===== src/sv/b59_pkg.sv =====
// ----------------------------------------------------------------------------
// b59_pkg
// Shared constants, sequencer state type and digit character table for the
// base-59 group encoder.
// ----------------------------------------------------------------------------
package b59_pkg;

  // group and digit geometry
  localparam int GROUP_BITS = 47;
  localparam int RADIX      = 59;
  localparam int DIGITS     = 8;
  localparam int DIGIT_W    = 6;
  localparam int CHAR_W     = 7;

  // bit collector
  localparam int BUF_W = 54;
  localparam int CNT_W = 6;

  // long division: dividend register and bits retired per cycle
  localparam int WORK_W    = 48;
  localparam int STEP_BITS = 4;
  localparam int STEPS     = WORK_W / STEP_BITS;
  localparam int STEP_CW   = 4;

  // sequencer states
  typedef enum logic [2:0] {
    ST_IDLE = 3'b001,
    ST_DIV  = 3'b010,
    ST_EMIT = 3'b100
  } state_t;

  // ascii code of each base-59 digit, digit 0 first
  localparam logic [CHAR_W-1:0] DIGIT_CHARS [RADIX] = '{
    7'd10,  7'd121, 7'd61,  7'd123, 7'd57,  7'd44,  7'd53,  7'd55,  7'd48,  7'd49,
    7'd50,  7'd51,  7'd52,  7'd54,  7'd56,  7'd102, 7'd117, 7'd110, 7'd99,  7'd116,
    7'd105, 7'd111, 7'd91,  7'd108, 7'd115, 7'd104, 7'd114, 7'd97,  7'd98,  7'd100,
    7'd101, 7'd103, 7'd106, 7'd107, 7'd109, 7'd112, 7'd113, 7'd118, 7'd119, 7'd120,
    7'd122, 7'd33,  7'd35,  7'd37,  7'd40,  7'd41,  7'd93,  7'd125, 7'd60,  7'd62,
    7'd43,  7'd47,  7'd42,  7'd58,  7'd59,  7'd46,  7'd126, 7'd95,  7'd32
  };

  // map a digit to its character, codes past the radix read as zero
  function automatic logic [CHAR_W-1:0] digit_char(input logic [DIGIT_W-1:0] d);
    logic [CHAR_W-1:0] c;
    c = '0;
    if (d < DIGIT_W'(RADIX)) c = DIGIT_CHARS[d];
    return c;
  endfunction

endpackage


===== src/sv/b59_div_step.sv =====
// ----------------------------------------------------------------------------
// b59_div_step
// Shared remainder unit: retires STEP_BITS dividend bits of a long division by
// 59 per cycle, giving the updated remainder and the new quotient bits.
// ----------------------------------------------------------------------------
module b59_div_step
  import b59_pkg::*;
(
  input  logic [DIGIT_W-1:0]   rem_in,
  input  logic [STEP_BITS-1:0] bits_in,   // dividend bits, most significant first
  output logic [DIGIT_W-1:0]   rem_out,
  output logic [STEP_BITS-1:0] quot_out
);

  // restoring division, one bit after another
  always_comb begin
    logic [DIGIT_W:0] r;
    r = {1'b0, rem_in};
    quot_out = '0;
    for (int i = STEP_BITS - 1; i >= 0; i--) begin
      r = {r[DIGIT_W-1:0], bits_in[i]};
      if (r >= (DIGIT_W+1)'(RADIX)) begin
        r = r - (DIGIT_W+1)'(RADIX);
        quot_out[i] = 1'b1;
      end
    end
    rem_out = r[DIGIT_W-1:0];
  end

endmodule


===== src/sv/base59_group_encoder_core.sv =====
// ----------------------------------------------------------------------------
// base59_group_encoder_core
// Packs a byte stream lsb first into 47-bit groups and turns each group into
// eight base-59 characters, least significant digit first.
// ----------------------------------------------------------------------------
// A byte that completes no group and is not final is merged into the
// collector and the block stays idle. A byte that yields a group keeps the
// block busy until all eight characters of the group (up to two groups on a
// final byte) have reached the output register, and longer while the output
// is stalled: each digit is one pass through the shared remainder unit, which
// retires 4 dividend bits a cycle, then the character moves into the output
// register. s_tready is low while a group is being converted. On the final
// byte (s_tlast) leftover bits are zero padded into one more group and the
// collector restarts empty; m_tlast marks the last character caused by a byte.
module base59_group_encoder_core
  import b59_pkg::*;
(
  input  logic       clk,
  input  logic       rst,
  input  logic       s_tvalid,
  output logic       s_tready,
  input  logic [7:0] s_tdata,   // [7:0] data_byte
  input  logic       s_tlast,   // final_byte
  output logic       m_tvalid,
  input  logic       m_tready,
  output logic [7:0] m_tdata,   // [6:0] char_code, [7] zero
  output logic       m_tlast    // run_last
);

  state_t              state;
  logic [BUF_W-1:0]    bit_buffer;
  logic [CNT_W-1:0]    bit_count;
  logic [WORK_W-1:0]   work;
  logic [DIGIT_W-1:0]  rem;
  logic [STEP_CW-1:0]  step;
  logic [2:0]          digit;
  logic                last_group;
  logic                fin_pending;

  logic                accept;
  logic                slot_free;
  logic [BUF_W-1:0]    merged;
  logic [CNT_W-1:0]    cnt_sum;
  logic [CNT_W-1:0]    cnt_left;
  logic                full_group;
  logic [DIGIT_W-1:0]  rem_next;
  logic [STEP_BITS-1:0] quot_bits;

  assign s_tready  = (state == ST_IDLE);
  assign accept    = s_tvalid && s_tready;
  assign slot_free = !m_tvalid || m_tready;

  // bits above the count are always zero, so the new byte is simply or-ed in
  assign merged     = bit_buffer | (BUF_W'(s_tdata) << bit_count);
  assign cnt_sum    = bit_count + CNT_W'(8);
  assign full_group = (cnt_sum >= CNT_W'(GROUP_BITS));
  assign cnt_left   = cnt_sum - CNT_W'(GROUP_BITS);

  // shared remainder unit
  b59_div_step u_div (
    .rem_in   (rem),
    .bits_in  (work[WORK_W-1 -: STEP_BITS]),
    .rem_out  (rem_next),
    .quot_out (quot_bits)
  );

  // sequencer
  always_ff @(posedge clk) begin
    if (rst) begin
      state       <= ST_IDLE;
      bit_buffer  <= '0;
      bit_count   <= '0;
      m_tvalid    <= 1'b0;
      fin_pending <= 1'b0;
      last_group  <= 1'b0;
      step        <= '0;
      digit       <= '0;
      rem         <= '0;
    end else begin
      // output register: load on a character, clear once taken
      if ((state == ST_EMIT) && slot_free) begin
        m_tvalid <= 1'b1;
      end else if (m_tready) begin
        m_tvalid <= 1'b0;
      end
      unique case (state)
        ST_IDLE: begin
          if (accept) begin
            rem   <= '0;
            step  <= '0;
            digit <= '0;
            if (full_group) begin
              work        <= WORK_W'(merged[GROUP_BITS-1:0]);
              bit_buffer  <= merged >> GROUP_BITS;
              bit_count   <= cnt_left;
              fin_pending <= s_tlast;
              last_group  <= !(s_tlast && (cnt_left != '0));
              state       <= ST_DIV;
            end else if (s_tlast && (cnt_sum != '0)) begin
              work        <= WORK_W'(merged[GROUP_BITS-1:0]);
              bit_buffer  <= '0;
              bit_count   <= '0;
              fin_pending <= 1'b0;
              last_group  <= 1'b1;
              state       <= ST_DIV;
            end else if (s_tlast) begin
              bit_buffer <= '0;
              bit_count  <= '0;
            end else begin
              bit_buffer <= merged;
              bit_count  <= cnt_sum;
            end
          end
        end
        ST_DIV: begin
          rem  <= rem_next;
          work <= {work[WORK_W-STEP_BITS-1:0], quot_bits};
          step <= step + STEP_CW'(1);
          if (step == STEP_CW'(STEPS - 1)) state <= ST_EMIT;
        end
        ST_EMIT: begin
          if (slot_free) begin
            m_tdata  <= {1'b0, digit_char(rem)};
            m_tlast  <= last_group && (digit == 3'(DIGITS - 1));
            rem      <= '0;
            step     <= '0;
            if (digit != 3'(DIGITS - 1)) begin
              digit <= digit + 3'd1;
              state <= ST_DIV;
            end else if (fin_pending && (bit_count != '0)) begin
              // padded group of the leftover bits
              work        <= WORK_W'(bit_buffer[GROUP_BITS-1:0]);
              bit_buffer  <= '0;
              bit_count   <= '0;
              fin_pending <= 1'b0;
              last_group  <= 1'b1;
              digit       <= '0;
              state       <= ST_DIV;
            end else begin
              if (fin_pending) begin
                bit_buffer <= '0;
                bit_count  <= '0;
              end
              fin_pending <= 1'b0;
              state       <= ST_IDLE;
            end
          end
        end
        default: state <= ST_IDLE;
      endcase
    end
  end

`ifndef SYNTHESIS
  // division pass never runs past its last step
  assert property (@(posedge clk) disable iff (rst)
    (state == ST_DIV) |-> (step <= STEP_CW'(STEPS - 1)))
    else $error("division step counter out of range");

  // collector never holds a full group while waiting for a byte
  assert property (@(posedge clk) disable iff (rst)
    (state == ST_IDLE) |-> (bit_count < CNT_W'(GROUP_BITS)))
    else $error("bit count holds a full group while idle");

  // bits above the count stay clear
  assert property (@(posedge clk) disable iff (rst)
    (state == ST_IDLE) |-> ((bit_buffer >> bit_count) == '0))
    else $error("stale bits above bit count");

  // the character that ends a byte's output returns the block to idle
  assert property (@(posedge clk) disable iff (rst)
    (state == ST_EMIT && slot_free && digit == 3'(DIGITS - 1) && last_group)
      |=> (state == ST_IDLE) && m_tvalid && m_tlast)
    else $error("last character did not end the request");
`endif

endmodule


===== config.mk =====
export PLATFORM = sky130hd
export DESIGN_NAME = base59_group_encoder_core
export DESIGN_NICKNAME = d
export VERILOG_FILES = /design/src/sv/b59_pkg.sv /design/src/sv/b59_div_step.sv /design/src/sv/base59_group_encoder_core.sv
export SDC_FILE = /design/constraint.sdc
export NUM_CORES = 1
export LEC_CHECK = 0
export ABC_CLOCK_PERIOD_IN_PS = 6750
export BUFFER_PORTS_ARGS = -buffer_cell sky130_fd_sc_hd__buf_2
export CAP_MARGIN = 5
export CELL_PAD_IN_SITES_DETAIL_PLACEMENT = 1
export CELL_PAD_IN_SITES_GLOBAL_PLACEMENT = 1
export CORE_MARGIN = 5
export CORE_UTILIZATION = 30
export DETAILED_ROUTE_END_ITERATION = 6
export GPL_TIMING_DRIVEN = 0
export PLACE_DENSITY_LB_ADDON = 0.25
export SYNTH_ARGS = -nofsm -noshare
export SYNTH_HDL_FRONTEND = slang
export SYNTH_SLANG_ARGS = --single-unit

===== constraint.sdc =====
create_clock -name clk -period 6.75 [get_ports clk]
set_input_delay 0.3375 -clock clk [delete_from_list [all_inputs] [get_ports clk]]
set_output_delay 0.3375 -clock clk [all_outputs]
set_load 0.02 [all_outputs]

* After elaboration in Yosys (flattened, before gate mapping)
Memories as Yosys holds them, arrays and structs flattened. A register that Yosys moved wholly into a read port is not among the register bits. Index checks and enable logic that the tools add are counted.
Operators by class: add/sub/neg operators 8, magnitude comparators 6, eq/ne operators 14, shift operators 1, multiplexer cells 67, bitwise operators 3, reduce and logical (&&, ||, !) cells 24
Operator list (number):
- $mux W54 | 8
- $mux W48 | 6
- $pmux W48 S3 | 1
- $pmux W54 S2 | 1
- $mux W6 | 14
- $or A54 B54 Y54 | 1
- $shl A8 B6 Y54 | 1
- $sub A6 B6 Y6 const B | 5
- $ge A7 B6 Y1 const B | 4
- $mux W3 | 9
- $pmux W6 S3 | 1
- $reduce_bool A6 Y1 | 3
- $mux W1 | 17
- $pmux W4 S3 | 1
- $pmux W6 S2 | 1
- $reduce_and A5 Y1 | 2
- $pmux W3 S3 | 1
- $mux W4 | 2
- $reduce_and A4 Y1 | 2
- $not A6 Y7 | 1
- $reduce_and A7 Y1 | 1
- $add A6 B4 Y6 const B | 1
- $eq A3 B3 Y1 const B | 2
- $ge A6 B6 Y1 const B | 1
- 22 further kinds | 37
Storage, ports and cells: register bits after elaboration 128, bits in read-only memories 448, input port bits 13, output and inout bits 11, logic and storage cells 135, memories kept 1
Memories:
- (name not given) | words 64, bits a word 7, read ports 1, clocked after memory_dff 1, wr ports 0, RTL line b59_pkg.sv:46 | if (d < DIGIT_W'(RADIX)) c = DIGIT_CHARS[d];

* Longest topological paths before layout
Gate-level depths: netlist of run 1.
word-level depth 9, gate-level depth with buffers 23, depth with buffers taken out 21

* By module
From an unflattened synthesis of run 1, not the netlist that was laid out.
Unflattened totals: cells, all modules 948, area total of the unflattened synthesis 8569.5 um^2
Modules (own cells, without submodules):
- base59_group_encoder_core | instances 1, cells each 802, area an instance 7445.9 um^2, sequential area each 3263.1 um^2
- b59_div_step | instances 1, cells each 146, area an instance 1123.6 um^2, sequential area each 0.0 um^2

* Worst setup path before layout of run 1
No wires, ideal clock.
path kind flip-flop to flip-flop, from reg bit_count[3], to reg work[0], enable pin, library setup time 0.513 ns, arrival time 5.058 ns, data required time 6.237 ns, slack 1.179 ns, cell stages (with the launch flop) 8, buffers on the path 1, clock period less this slack 5.571 ns, cell sequence dfxtp_1 -> clkbuf_1 -> inv_1 -> ha_1 -> o21ai_0 -> and3_1 -> o21bai_1 -> nor3_1
On the way: word-level cells in the longest chain between the ends 5, elaborated cells between the ends (all ways) 9, those cells by class add/sub (1); order compare (1); eq/ne (2); reduce/logical (5)
Ends and longest elaborated chain:
- start: declaration | RTL line base59_group_encoder_core.sv:32 | logic [CNT_W-1:0] bit_count;
- start signal: assignment | RTL line base59_group_encoder_core.sv:95 | bit_count <= cnt_left;
- start signal: assignment | RTL line base59_group_encoder_core.sv:111 | bit_count <= cnt_sum;
- branches (longest 4 deep; another with $add A6 B4 Y6)
- $reduce_and A7 Y1 (no line) *
- end signal: assignment | RTL line base59_group_encoder_core.sv:93 | work <= WORK_W'(merged[GROUP_BITS-1:0]);
- end signal: assignment | RTL line base59_group_encoder_core.sv:100 | work <= WORK_W'(merged[GROUP_BITS-1:0]);
- end signal: assignment | RTL line base59_group_encoder_core.sv:117 | work <= {work[WORK_W-STEP_BITS-1:0], quot_bits};
- end: declaration | RTL line base59_group_encoder_core.sv:33 | logic [WORK_W-1:0] work;
Every way passes the cells marked *. A chain may end at the register's enable or synchronous reset.

* Worst setup path after layout of run 1
from reg rem[1], to reg work[0] (data pin)
On the way: word-level cells in the longest chain between the ends 9, elaborated cells between the ends (all ways) 12, those cells by class add/sub (3); order compare (4); mux (5)
Ends and longest elaborated chain:
- start: declaration | RTL line base59_group_encoder_core.sv:34 | logic [DIGIT_W-1:0] rem;
- start signal: assignment | RTL line base59_group_encoder_core.sv:116 | rem <= rem_next;
- $sub A6 B6 Y6 / $ge A7 B6 Y1 (equally long branches) | RTL line b59_div_step.sv:23, b59_div_step.sv:22
- $mux W6 * | RTL line b59_div_step.sv:22 | if (r >= (DIGIT_W+1)'(RADIX)) begin
- $sub A6 B6 Y6 / $ge A7 B6 Y1 (equally long branches) | RTL line b59_div_step.sv:23, b59_div_step.sv:22
- $mux W6 * | RTL line b59_div_step.sv:22
- $sub A6 B6 Y6 / $ge A7 B6 Y1 (equally long branches) | RTL line b59_div_step.sv:23, b59_div_step.sv:22
- $mux W6 * | RTL line b59_div_step.sv:22
- $ge A7 B6 Y1 * | RTL line b59_div_step.sv:22
- $mux W1 * | RTL line b59_div_step.sv:22
- $pmux W48 S3 * | RTL line base59_group_encoder_core.sv:86 | unique case (state)
Every way passes the cells marked *; elsewhere a longest branch is shown, timed or not.

==> results.md, run 1 <==
* Maximum buffer depth of the clock tree at 2
* Number of buffers inserted during clock tree synthesis at 17
* Most used flip-flop cell after synthesis: dfxtp_1
* Fill cell count at between 3000 and 4000
* Root buffer cell: clkbuf_16
* Hold violation total from the final report at 0
* Initial drt markers at slightly below 700
* Post-synthesis average cell area at 8.35 um^2
* List of cells traversed by the critical path: buf_2 > inv_1 > ha_1 > buf_6 > or3_1 > a21oi_1 > or2_2 > ha_1 > nor3_2 > nand3_1 > a21boi_1 > nor2_1 > inv_1 > ha_1 > a311o_2 > o211ai_1 > a21oi_1 > or2_4 > ha_1 > nor3_1 > a21boi_1 > o21ai_0 > o21ai_0
* Cells resized by post-CTS repair at 0
* Row count at a little under 60
* Area enclosed by the die boundary at 30100 um^2
* Post-detailed-route count of antenna-violating nets at 0
* Number of setup buffers added after CTS at 0
* Worst-path cell with the longest stage delay: dfxtp_1
* Final Slew Violations at 0
* Peak Freq at 169 MHz
* Pleak at 3.10 nW
* Area of the core at around 26000 um^2
* Proportion of synthesized flip-flops having asynchronous set or reset at 0
* Reg-to-Reg Start: rem[1]$_SDFFE_PP0P_
* Area delta synth->final at 15.0%
* Post-Synthesis Cells at 959
* Post-layout total power at 0.00242 W
* Fraction of post-synthesis cell area in the top cell type by area at 0.210
* Number of top-level pins at 24
* Crit path buf inv count at 4
* Worst-case reg-to-reg path depth at 23
* Worst Hold Launch: m_tready
* Worst reg2reg endpoint: work[0]$_DFFE_PP_
* Critical path data required time at a little under 7 ns
* Peak VDD IR at 0.187 mV
* Cell area power density at 263 nW/um^2
* Synthesized area at 8010 um^2
* Largest cells by area after synthesis: edfxtp_1 (21%), dfxtp_1 (20%), nor2_1 (6.5%), a21oi_1 (6.3%), a22oi_1 (4.7%)
* Number of global-route vias before repair at 7724
* Pin count of the biggest net entering global routing at 17
* CP arrival at 6.08 ns
* Number of levels in the clock H-tree at 4
* Via count at 7777
* #FFs+latches synth at 135
* Slew headroom at 0.224
* Final nets at 1033
* Share of cells above drive strength 1 at 0.101
* GR Util All Layers at 0.192
* Crit path launch type: flop
* Share of the yosys chip area belonging to registers at 0.408
* Kind of cell adding the most delay to the critical path: compound AO/OA/AOI/OAI gates
* Hold-fix buffers, CTS at 0
* Post-synth top area cell: edfxtp_1
* Slowest stage delay, CP at 0.51 ns
* Kind of capture point of the worst setup path: flop
* Number of enable-type register cells in the synthesized netlist at 56
* Setup-failing EPs final at 0
* Clock transition time at the flip-flop clock pins of the worst setup and hold paths at 0.06 ns
* Count of unique library cells instantiated by Yosys at 83
* Global placer's final weighted congestion at 0.946
* Half-perimeter wire length after detailed placement at 21.6 mm
* Clock Sink Count at approximately 140
* Mean number of vias per cell at approximately 5.8
* Number of nets in the synthesized netlist at a little under 1000
* Hold Path Depth at 4
* Antenna diodes at 0
* Most frequent cell after synthesis: nor2_1
* Number of cells on the critical path at 23
* Total of max-cap violations at 0
* Largest fanout on the critical path at 10
* Number of warnings issued by yosys at 0
* Global-route wire length before repair at 45.8 mm
* Result of the run: complete, no violations
* Effective utilization at floorplan at 0.306
* Drt drc at 0
* Die span in x at 173 um
* Crit path time final at 5.93 ns
* Cell mode on critical path: ha_1
* Height of the chip at 173 um
* Hold crit path type: primary input to flop
* IO buf count at 21
* Total Routed Length at 29.1 mm
* Fin crit share at 0.878
* Total negative slack at 0 ns
* Reg2Reg Setup Slack at 0.82 ns
* Number of antenna violations at the first check in global routing at 0
* Clock latency reported for the late side of the worst-skew pair at 0.43 ns
* Top cell types by occurrence after synthesis: nor2_1 (139), a21oi_1 (101), dfxtp_1 (79), nand2_1 (69), o21ai_0 (67)
* Clock skew after layout at between 0.009 and 0.01 ns
* Wire length per cell at 21.6 um
* Kind of critical path: flop to flop
* Residual overflow from global routing at 0
* Total iterations of the first detailed-routing run at 5
* Unrepaired setup endpoints after global routing: no
* Transition time at the pin with the least slew margin at 1.16 ns
* CTS tree: built
* End of the worst hold path: m_tvalid$_SDFFE_PP0P_
==> cell type report <==
class	instances	area, um^2	area share
multi-input combinational	729	4370	0.475
sequential	135	3260	0.355
inverter	26	97.6	0.0106
timing repair buffer	26	158	0.0171
buffer	69	283	0.0307
clock buffer	17	425	0.0462
tap	335	419	0.0455
clock inverter	15	190	0.0207
==> cells by family (layout without fill, tap and decap cells) <==
logic type / count (synthesis) / in the layout / share of synthesized area
multiplexers: 24 / 24 / 0.0391
AO/OA/AOI/OAI: 348 / 348 / 0.279
XOR/XNOR: 10 / 10 / 0.0109
AND/OR/NAND/NOR: 330 / 330 / 0.191
flip-flops: 135 / 135 / 0.408
adder cells (fa/ha/maj): 16 / 16 / 0.0250
buffers and inverters: 95 / 153 / 0.0475
other: 1 / 1 / 0.000468
==> registers in the layout (all words and copies together), names as in the netlist <==
| signal | flops |
|---|---|
| rem | 6 |
| step | 4 |
| digit | 3 |
| fin_pending | 1 |
| bit_buffer | 54 |
| last_group | 1 |
| m_tdata | 7 |
| work | 48 |
| m_tvalid | 1 |
| m_tlast | 1 |
| state | 3 |
| bit_count | 6 |
==> per-stage QoR <==
step                      hold WS [ns]  instances  area (um^2)  utilization  setup slack, ns
after detailed placement         0.451       1320         8590        0.329            0.840
after global routing             0.245       1352         9200        0.352            0.331
after floorplan                  0.436        959         8010            -             1.18
after CTS                        0.204       1352         9200        0.352            0.815
after global placement           0.450       1315         8530        0.326            -1.36
final                            0.217       1352         9200        0.352            0.822
==> tightest hold or removal path, stage by stage <==
cell and delay [ns]:
buf_2 0.08, nor2b_1 0.05, nor2_1 0.08, nor2_1 0.04
==> cells in the final DEF (no fill, tap or decap), types with 17 or more instances in the layout <==
master / count
inv_1: 25
nand2_1: 69
nor2_1: 139
clkbuf_16: 17
o21ai_0: 67
edfxtp_1: 56
clkbuf_1: 50
buf_2: 31
nor3_1: 32
a22oi_1: 50
o22ai_1: 34
a21oi_1: 101
dfxtp_1: 79
==> metal layers <==
layer | GRT usage | up-vias | wire, um
met2 | 0.315 | 196 | 13700
li1 | - | 3674 | -
met5 | 0 | - | 0
met4 | 0.0658 | 0 | 845
met1 | 0.261 | 3856 | 13500
met3 | 0.0268 | 51 | 1100
==> report_power, final <==
part | internal (W) | switching (W) | leakage, nW
clock | 0.000590 | 0.000392 | 0.294
sequential | 0.000920 | 0.0000297 | 1.16
combinational | 0.000132 | 0.000353 | 1.64
total | 0.00164 | 0.000775 | 3.10
==> worst max path at each step <==
stage,start,endpoint
finish,rem[1]$_SDFFE_PP0P_,work[0]$_DFFE_PP_
global route,rem[1]$_SDFFE_PP0P_,work[0]$_DFFE_PP_
global placement,state[1]$_SDFFE_PP0P_,work[3]$_DFFE_PP_
detailed placement,rem[1]$_SDFFE_PP0P_,work[0]$_DFFE_PP_
CTS,rem[1]$_SDFFE_PP0P_,work[0]$_DFFE_PP_
floorplan,bit_count[3]$_SDFFE_PP0P_,work[0]$_DFFE_PP_
Power figures use the tool's default switching activity.
==> run 2: changes to the inputs <==
- GPL_TIMING_DRIVEN: 0 -> unset
==> run 2 against run 1 <==
  * Final area down 2.6%
  * Worst hold slack worse by 0.0023 ns
  * Utilization down 0.92 points
  * Routed wire length down 10%
  * Flip-flop and latch count unchanged
  * Total power down 2.9%
  * Via count down 5.9%
  * Worst setup slack better by 0.37 ns
  * Final cell count down 4.4%
  * Global-route usage down 2.0 points
  * Combinational power down 9.5%
  * First-iteration DRC count down 31%
  * Largest cell class unchanged
==> results.md, run 2 (same netlist as run 1, synthesis figures left out) <==
* Result of the run: complete, no violations (unchanged)
* Clock transition time at the flip-flop clock pins of the worst setup and hold paths at 0.08 ns (was 0.06 ns)
* Number of setup buffers added after CTS at 0 (unchanged)
* Number of cells on the critical path at 20 (was 23)
* Wire length per cell at 20.2 um (was 21.6 um)
* Critical path data required time at 7.10 ns (was 6.90 ns)
* Placed cell area at 8360 um^2 (was 8590 um^2)
* GR Util All Layers at 0.172 (was 0.192)
* Reg-to-Reg Start: rem[1]$_SDFFE_PP0P_ (unchanged)
* Hold crit path type: primary input to flop (unchanged)
* Clock Sink Count at 135 (unchanged)
* Kind of capture point of the worst setup path: flop (unchanged)
* Worst setup slack after placement at 1.28 ns (was 0.840 ns)
* Pleak at 3.00 nW (was 3.10 nW)
* Clock skew after layout at 0.0226 ns (was 0.00978 ns)
* Area of the core at 26100 um^2 (unchanged)
* Reg2Reg Setup Slack at 1.19 ns (was 0.82 ns)
* Transition time at the pin with the least slew margin at 1.08 ns (was 1.16 ns)
* Peak VDD IR at 0.127 mV (was 0.187 mV)
* Height of the chip at 173 um (unchanged)
* Area enclosed by the die boundary at 30100 um^2 (unchanged)
* Root buffer cell: clkbuf_16 (unchanged)
* Number of top-level pins at 24 (unchanged)
* Commonest non-fill, non-tap cell in the layout: nor2_1 (unchanged)
* Crit path launch type: flop (unchanged)
* Global placer's final weighted congestion at 0.867 (was 0.946)
* Unrepaired setup endpoints after global routing: no (unchanged)
* Clock latency reported for the late side of the worst-skew pair at 0.44 ns (was 0.43 ns)
* Hold violation total from the final report at 0 (unchanged)
* Effective utilization at floorplan at 0.306 (unchanged)
* Final Slew Violations at 0 (unchanged)
* Number of global-route vias before repair at 7233 (was 7724)
* Share of cells above drive strength 1 at 0.106 (was 0.101)
* Worst-case reg-to-reg path depth at 20 (was 23)
* Cell area power density at 262 nW/um^2 (was 263 nW/um^2)
* Final nets at 973 (was 1033)
* Worst-path cell with the longest stage delay: dfxtp_1 (unchanged)
* Fin crit share at 0.824 (was 0.878)
* Final instance area at 8960 um^2 (was 9200 um^2)
* Largest fanout on the critical path at 18 (was 10)
* List of cells traversed by the critical path: inv_1 > ha_1 > or3_1 > a21oi_1 > or2_2 > ha_1 > nor3_2 > nand3_1 > a21boi_1 > nor2_1 > inv_1 > ha_1 > a311o_2 > o211ai_1 > a21oi_1 > or2_4 > ha_1 > or3_1 > or3_1 > a41oi_2 (was buf_2 > inv_1 > ha_1 > buf_6 > or3_1 > a21oi_1 > or2_2 > ha_1 > nor3_2 > nand3_1 > a21boi_1 > nor2_1 > inv_1 > ha_1 > a311o_2 > o211ai_1 > a21oi_1 > or2_4 > ha_1 > nor3_1 > a21boi_1 > o21ai_0 > o21ai_0)
* Crit path setup slack, layout at 1.19 ns (was 0.822 ns)
* Inst Count DP at 1260 (was 1320)
* Post-detailed-route count of antenna-violating nets at 0 (unchanged)
* Antenna diodes at 0 (unchanged)
* Number of antenna violations at the first check in global routing at 0 (unchanged)
* Fraction of the core area covered by cells at the end of the flow at 0.343 (was 0.352)
* Die span in x at 173 um (unchanged)
* Worst reg2reg endpoint: rem[2]$_SDFFE_PP0P_ (was work[0]$_DFFE_PP_)
* Slew headroom at 0.278 (was 0.224)
* Cells resized by post-CTS repair at 0 (unchanged)
* Number of buffers inserted during clock tree synthesis at 17 (unchanged)
* Drt drc at 0 (unchanged)
* Commonest cells after routing, fill and taps aside: nor2_1 (138), a21oi_1 (101), dfxtp_1 (79), nand2_1 (69), o21ai_0 (67) (was nor2_1 (139), a21oi_1 (101), dfxtp_1 (79), nand2_1 (69), o21ai_0 (67))
* CP Launch Point: rem[1]$_SDFFE_PP0P_ (unchanged)
* Hold-fix buffers, CTS at 0 (unchanged)
* Initial drt markers at 475 (was 688)
* Row count at 59 (unchanged)
* CP arrival at 5.91 ns (was 6.08 ns)
* CTS tree: built (unchanged)
* Kind of cell adding the most delay to the critical path: simple AND/OR/NAND/NOR gates (was compound AO/OA/AOI/OAI gates)
* Crit path time final at 5.56 ns (was 5.93 ns)
* Crit path buf inv count at 2 (was 4)
* Number of flip-flops in the largest register at 54 (unchanged)
* Total iterations of the first detailed-routing run at 5 (unchanged)
* Mean number of vias per cell at 5.66 (was 5.75)
* Non-filler cells in the finished layout at 1292 (was 1352)
* Largest registers in the final layout: bit_buffer: 54 flops, work: 48 flops, m_tdata: 7 flops (unchanged)
* Setup-failing EPs final at 0 (unchanged)
* Maximum buffer depth of the clock tree at 2 (unchanged)
* Via count at 7317 (was 7777)
* Cell mode on critical path: ha_1 (unchanged)
* IO buf count at 22 (was 21)
* Total Routed Length at 26.1 mm (was 29.1 mm)
* Half-perimeter wire length after detailed placement at 17.6 mm (was 21.6 mm)
* Area delta synth->final at 12.0% (was 15.0%)
* Peak Freq at 180 MHz (was 169 MHz)
* Slowest stage delay, CP at 0.72 ns (was 0.51 ns)
* Residual overflow from global routing at 0 (unchanged)
* Register containing the most flip-flops in the final layout: bit_buffer (unchanged)
* Total negative slack at 0 ns (unchanged)
* Kind of critical path: flop to flop (unchanged)
* Total of max-cap violations at 0 (unchanged)
* Critical Path Sink: rem[2]$_SDFFE_PP0P_ (was work[0]$_DFFE_PP_)
* Pin count of the biggest net entering global routing at 78 (was 17)
* Global-route wire length before repair at 41.9 mm (was 45.8 mm)
* Number of levels in the clock H-tree at 4 (unchanged)
* Hold Path Depth at 3 (was 4)
[run 2: cell types whose count changed in the layout (fill, tap and decap cells not counted), moves of 3 or more]
| cell | before | now |
|---|---|---|
| bufinv_16 | 3 | 0 |
| clkinv_8 | 0 | 3 |
| inv_6 | 6 | 1 |
| buf_4 | 2 | 13 |
| buf_2 | 31 | 22 |
| buf_6 | 5 | 0 |
| clkbuf_1 | 50 | 0 |
| buf_1 | 7 | 0 |
| inv_8 | 1 | 7 |
[run 2: worst reg2reg max path, delay by kind of cell, from the launching register on]
family | cells | cell delay (ns)
AOI/OAI and AO/OA | 6 | 1.16
adders and majority gates | 4 | 1.05
buffers and inverters | 2 | 0.38
DFF | 1 | 0.72
and+or+nand+nor | 8 | 2.16
[run 2: worst min path at each step]
stage,end,slack [ns],start
floorplan,digit[1]$_SDFFE_PP0P_,0.44,digit[1]$_SDFFE_PP0P_
global placement,digit[1]$_SDFFE_PP0P_,0.45,digit[1]$_SDFFE_PP0P_
detailed placement,digit[1]$_SDFFE_PP0P_,0.45,digit[1]$_SDFFE_PP0P_
CTS,fin_pending$_SDFFE_PP0P_,0.19,s_tlast
global route,fin_pending$_SDFFE_PP0P_,0.22,s_tlast
finish,fin_pending$_SDFFE_PP0P_,0.21,s_tlast
[run 2: area by class of cell]
type	count	area (um^2)
well taps	335	419
clock inverters	15	175
fillers	3125	17200
inverters	26	97.6
clock buffers	17	425
multi-input cells	729	4370
flip-flops and latches	135	3260
repair buffers	35	208
[run 2: stage by stage]
stage	power, W	hold slack [ns]
6_report	0.00235	0.215
2_1_floorplan	0.00126	0.436
3_3_place_gp	0.00140	0.449
4_1_cts	0.00237	0.194
3_5_place_dp	0.00141	0.454
5_1_grt	0.00245	0.218
[run 2: power by group]
part           internal [W]  total, W  switching, W
registers          0.000920  0.000950     0.0000305
clock network      0.000503  0.000958      0.000455
logic              0.000119  0.000438      0.000319
[run 2: routing by layer]
metal  wire [um]  up-vias  GRT usage
met5           0        -          0
met4         440        0     0.0499
met3         762       27     0.0227
met2       12100      121      0.273
met1       12800     3620      0.246
li1            -     3549          -
==> run 3: changes to the inputs <==
- ABC_AREA: unset -> 1
- ABC_CLOCK_PERIOD_IN_PS: 6750 -> 4600
- clock period: 6.75 -> 4.6 ns (I/O delays scaled with it)
==> run 3 against run 2 <==
  * Sequential power grew 74%
  * Global-route usage about the same
  * Total power increased by 100%
  * Critical endpoint is now work[0]$_DFFE_PP_
  * Count of clock-buffer cells in the layout grew 1
  * First-iteration DRC count shrank 2.3%
  * Sequential share of layout area is 1.2 points lower
  * Final cell count up 12%
  * Highest routed layer unchanged
  * Flip-flop and latch count is the same
  * Utilization grew 0.082 points
  * Combinational power rose to 4.0 times the previous value
  * Largest cell class unchanged
==> results.md, run 3 <==
* Result of the run: complete, no violations (unchanged)
* Effective utilization at floorplan at 0.305 (was 0.306)
* Transition time at the pin with the least slew margin at 1.12 ns (was 1.08 ns)
* Number of antenna violations at the first check in global routing at 0 (unchanged)
* Register containing the most flip-flops in the final layout: bit_buffer (unchanged)
* Number of warnings issued by yosys at 0 (unchanged)
* Proportion of synthesized flip-flops having asynchronous set or reset at 0 (unchanged)
* Non-filler cells in the finished layout at 1446 (was 1292)
* Largest registers in the final layout: bit_buffer: 54 flops, work: 48 flops, m_tdata: 7 flops (unchanged)
* Initial drt markers at 464 (was 475)
* Placed cell area at 8670 um^2 (was 8360 um^2)
* CTS tree: built (unchanged)
* Area delta synth->final at 12.7% (was 12.0%)
* Total iterations of the first detailed-routing run at 5 (unchanged)
* Number of buffers inserted during clock tree synthesis at 17 (unchanged)
* Root buffer cell: clkbuf_16 (unchanged)
* Fin crit share at 0.883 (was 0.824)
* Inst Count DP at 1413 (was 1260)
* Area enclosed by the die boundary at 30800 um^2 (was 30100 um^2)
* Number of flip-flops in the largest register at 54 (unchanged)
* Global placer's final weighted congestion at 0.837 (was 0.867)
* Die span in x at 176 um (was 173 um)
* Share of the yosys chip area belonging to registers at 0.397 (was 0.408)
* Area of the core at 27000 um^2 (was 26100 um^2)
* IO buf count at 22 (unchanged)
* Synthesized area at 8220 um^2 (was 8010 um^2)
* Clock Sink Count at 135 (unchanged)
* Hold crit path type: primary input to flop (unchanged)
* Most frequent cell after synthesis: nand2_1 (was nor2_1)
* Row count at 60 (was 59)
* Peak Freq at 246 MHz (was 180 MHz)
* Total of max-cap violations at 0 (unchanged)
* Post-synthesis average cell area at 7.52 um^2 (was 8.35 um^2)
* Mean number of vias per cell at 5.20 (was 5.66)
* Clock skew after layout at 0.0145 ns (was 0.0226 ns)
* Maximum buffer depth of the clock tree at 2 (unchanged)
* Final Slew Violations at 0 (unchanged)
* Setup-failing EPs final at 0 (unchanged)
* Clock transition time at the flip-flop clock pins of the worst setup and hold paths at 0.06 ns (was 0.08 ns)
* Number of setup buffers added after CTS at 0 (unchanged)
* Post-detailed-route count of antenna-violating nets at 0 (unchanged)
* Pin count of the biggest net entering global routing at 55 (was 78)
* Antenna diodes at 0 (unchanged)
* Reg2Reg Setup Slack at 0.54 ns (was 1.19 ns)
* Share of cells above drive strength 1 at 0.119 (was 0.106)
* Total Routed Length at 26.1 mm (about the same)
* Pleak at 3.78 nW (was 3.00 nW)
* Hold violation total from the final report at 0 (unchanged)
* Unrepaired setup endpoints after global routing: no (unchanged)
* Top cell types by occurrence after synthesis: nand2_1 (212), inv_1 (125), o21ai_0 (120), dfxtp_1 (79), a21oi_1 (77) (was nor2_1 (139), a21oi_1 (101), dfxtp_1 (79), nand2_1 (69), o21ai_0 (67))
* Largest cells by area after synthesis: edfxtp_1 (20%), dfxtp_1 (19%), nand2_1 (9.7%), o21ai_0 (7.3%), inv_1 (5.7%) (was edfxtp_1 (21%), dfxtp_1 (20%), nor2_1 (6.5%), a21oi_1 (6.3%), a22oi_1 (4.7%))
* Commonest non-fill, non-tap cell in the layout: nand2_1 (was nor2_1)
* Kind of capture point of the worst setup path: flop (unchanged)
* Final nets at 1121 (was 973)
* Cell area power density at 518 nW/um^2 (was 262 nW/um^2)
* Hold-fix buffers, CTS at 0 (unchanged)
* Worst reg2reg endpoint: work[0]$_DFFE_PP_ (was rem[2]$_SDFFE_PP0P_)
* Crit path time final at 4.06 ns (was 5.56 ns)
* Crit path launch type: flop (unchanged)
* Critical Path Sink: work[0]$_DFFE_PP_ (was rem[2]$_SDFFE_PP0P_)
* Post-Synthesis Cells at 1093 (was 959)
* Total negative slack at 0 ns (unchanged)
* Height of the chip at 176 um (was 173 um)
* Cell mode on critical path: nand2_1 (was ha_1)
* Final instance area at 9270 um^2 (was 8960 um^2)
* Global-route wire length before repair at 42.5 mm (was 41.9 mm)
* Most used flip-flop cell after synthesis: dfxtp_1 (unchanged)
* Fraction of post-synthesis cell area in the top cell type by area at 0.205 (was 0.210)
* Cells resized by post-CTS repair at 0 (unchanged)
* Critical path data required time at 4.75 ns (was 7.10 ns)
* CP arrival at 4.21 ns (was 5.91 ns)
* Slowest stage delay, CP at 0.33 ns (was 0.72 ns)
* #FFs+latches synth at 135 (unchanged)
* Largest fanout on the critical path at 9 (was 18)
* Reg-to-Reg Start: rem[1]$_SDFFE_PP0P_ (unchanged)
* Slew headroom at 0.250 (was 0.278)
* Hold Slack at 0.106 ns (was 0.215 ns)
* Post-synth top area cell: edfxtp_1 (unchanged)
* Number of enable-type register cells in the synthesized netlist at 56 (unchanged)
* Number of global-route vias before repair at 7524 (was 7233)
* GR Util All Layers at 0.172 (about the same)
* Peak VDD IR at 0.212 mV (was 0.127 mV)
* Wire length per cell at 18.1 um (was 20.2 um)
* Number of nets in the synthesized netlist at 1122 (was 988)
* Residual overflow from global routing at 0 (unchanged)
* Drt drc at 0 (unchanged)
* Via count at 7519 (was 7317)
* Commonest cells after routing, fill and taps aside: nand2_1 (212), inv_1 (125), o21ai_0 (120), dfxtp_1 (79), a21oi_1 (77) (was nor2_1 (138), a21oi_1 (101), dfxtp_1 (79), nand2_1 (69), o21ai_0 (67))
* Number of levels in the clock H-tree at 4 (unchanged)
* Post-layout total power at 0.00480 W (was 0.00235 W)
* Number of top-level pins at 24 (unchanged)
* Worst-path cell with the longest stage delay: dfxtp_1 (unchanged)
* Worst-case reg-to-reg path depth at 30 (was 20)
* Half-perimeter wire length after detailed placement at 17.9 mm (was 17.6 mm)
* Count of unique library cells instantiated by Yosys at 58 (was 83)
* Clock latency reported for the late side of the worst-skew pair at 0.43 ns (was 0.44 ns)
* Kind of critical path: flop to flop (unchanged)
* CP Launch Point: rem[1]$_SDFFE_PP0P_ (unchanged)
==> run 3: cell count changes in the layout (fill, tap and decap cells not counted), moves of 10 or more <==
cell      delta
nor2b_1     -10
o22ai_1     -26
nand2_2     +12
nor2_1      -66
nand2_1    +143
a22oi_1     -15
nand3_1     +39
mux2i_1     -12
inv_1      +100
o21ai_0     +53
a21oi_1     -24
a211oi_1    -13
==> run 3: metal layers <==
layer  track usage  up-vias  share of wire
li1              -     3712              -
met5             0        -              0
met4        0.0507        0          0.021
met1         0.236     3693           0.48
met2         0.282       91           0.47
met3        0.0273       23          0.027
==> run 3: how the worst min path moves through the flow <==
stage	startpoint	to	slack, ns	cells after the start
finish	m_tready	m_tvalid$_SDFFE_PP0P_	0.11	4
global route	m_tready	m_tvalid$_SDFFE_PP0P_	0.13	4
CTS	m_tready	m_tvalid$_SDFFE_PP0P_	0.09	4
detailed placement	bit_buffer[31]$_SDFFE_PP0P_	bit_buffer[31]$_SDFFE_PP0P_	0.46	2
global placement	bit_buffer[23]$_SDFFE_PP0P_	bit_buffer[23]$_SDFFE_PP0P_	0.45	2
floorplan	m_tready	m_tvalid$_SDFFE_PP0P_	0.43	3
==> run 3: metrics by stage <==
stage / worst slack (ns) / utilization
final: 0.538 / 0.344
after global routing: 0.157 / 0.344
after CTS: 0.517 / 0.344
after detailed placement: 0.534 / 0.322
after global placement: 0.657 / 0.322
after floorplan: 0.438 / -
==> run 3: logic make-up (layout without fill, tap and decap cells) <==
logic type / Yosys count / after routing / synth area share
multiplexers: 1 / 1 / 0.00122
flip-flops: 135 / 135 / 0.397
AO/OA/AOI/OAI: 293 / 293 / 0.210
XOR/XNOR: 16 / 16 / 0.0216
adder cells (fa/ha/maj): 16 / 16 / 0.0244
AND/OR/NAND/NOR: 435 / 435 / 0.252
buffers and inverters: 196 / 208 / 0.0935
other: 1 / 1 / 0.000456
==> run 3: report_power, final <==
part / total, W / internal [W] / switching, W / leakage, nW
Clock: 0.00138 / 0.000756 / 0.000620 / 0.290
Combinational: 0.00177 / 0.000469 / 0.00130 / 2.33
Sequential: 0.00165 / 0.00153 / 0.000122 / 1.16
==> run 3: cell type report <==
type                    instances  area (um^2)
repair buffers                 40          255
clock inverters                14          141
well taps                     341          427
inverters                     136          513
fillers                      3278        17700
flip-flops and latches        135         3260
multi-input cells             762         4220
clock buffers                  18          450
==> run 3: critical path: cells and delay by family, from the launching register on <==
family                   cells  cell delay (ns)
buffers and inverters        4             0.38
AND/OR/NAND/NOR             21             2.11
flip-flops                   1             0.33
adder cells (fa/ha/maj)      4             0.87
AO/OA/AOI/OAI                1             0.08
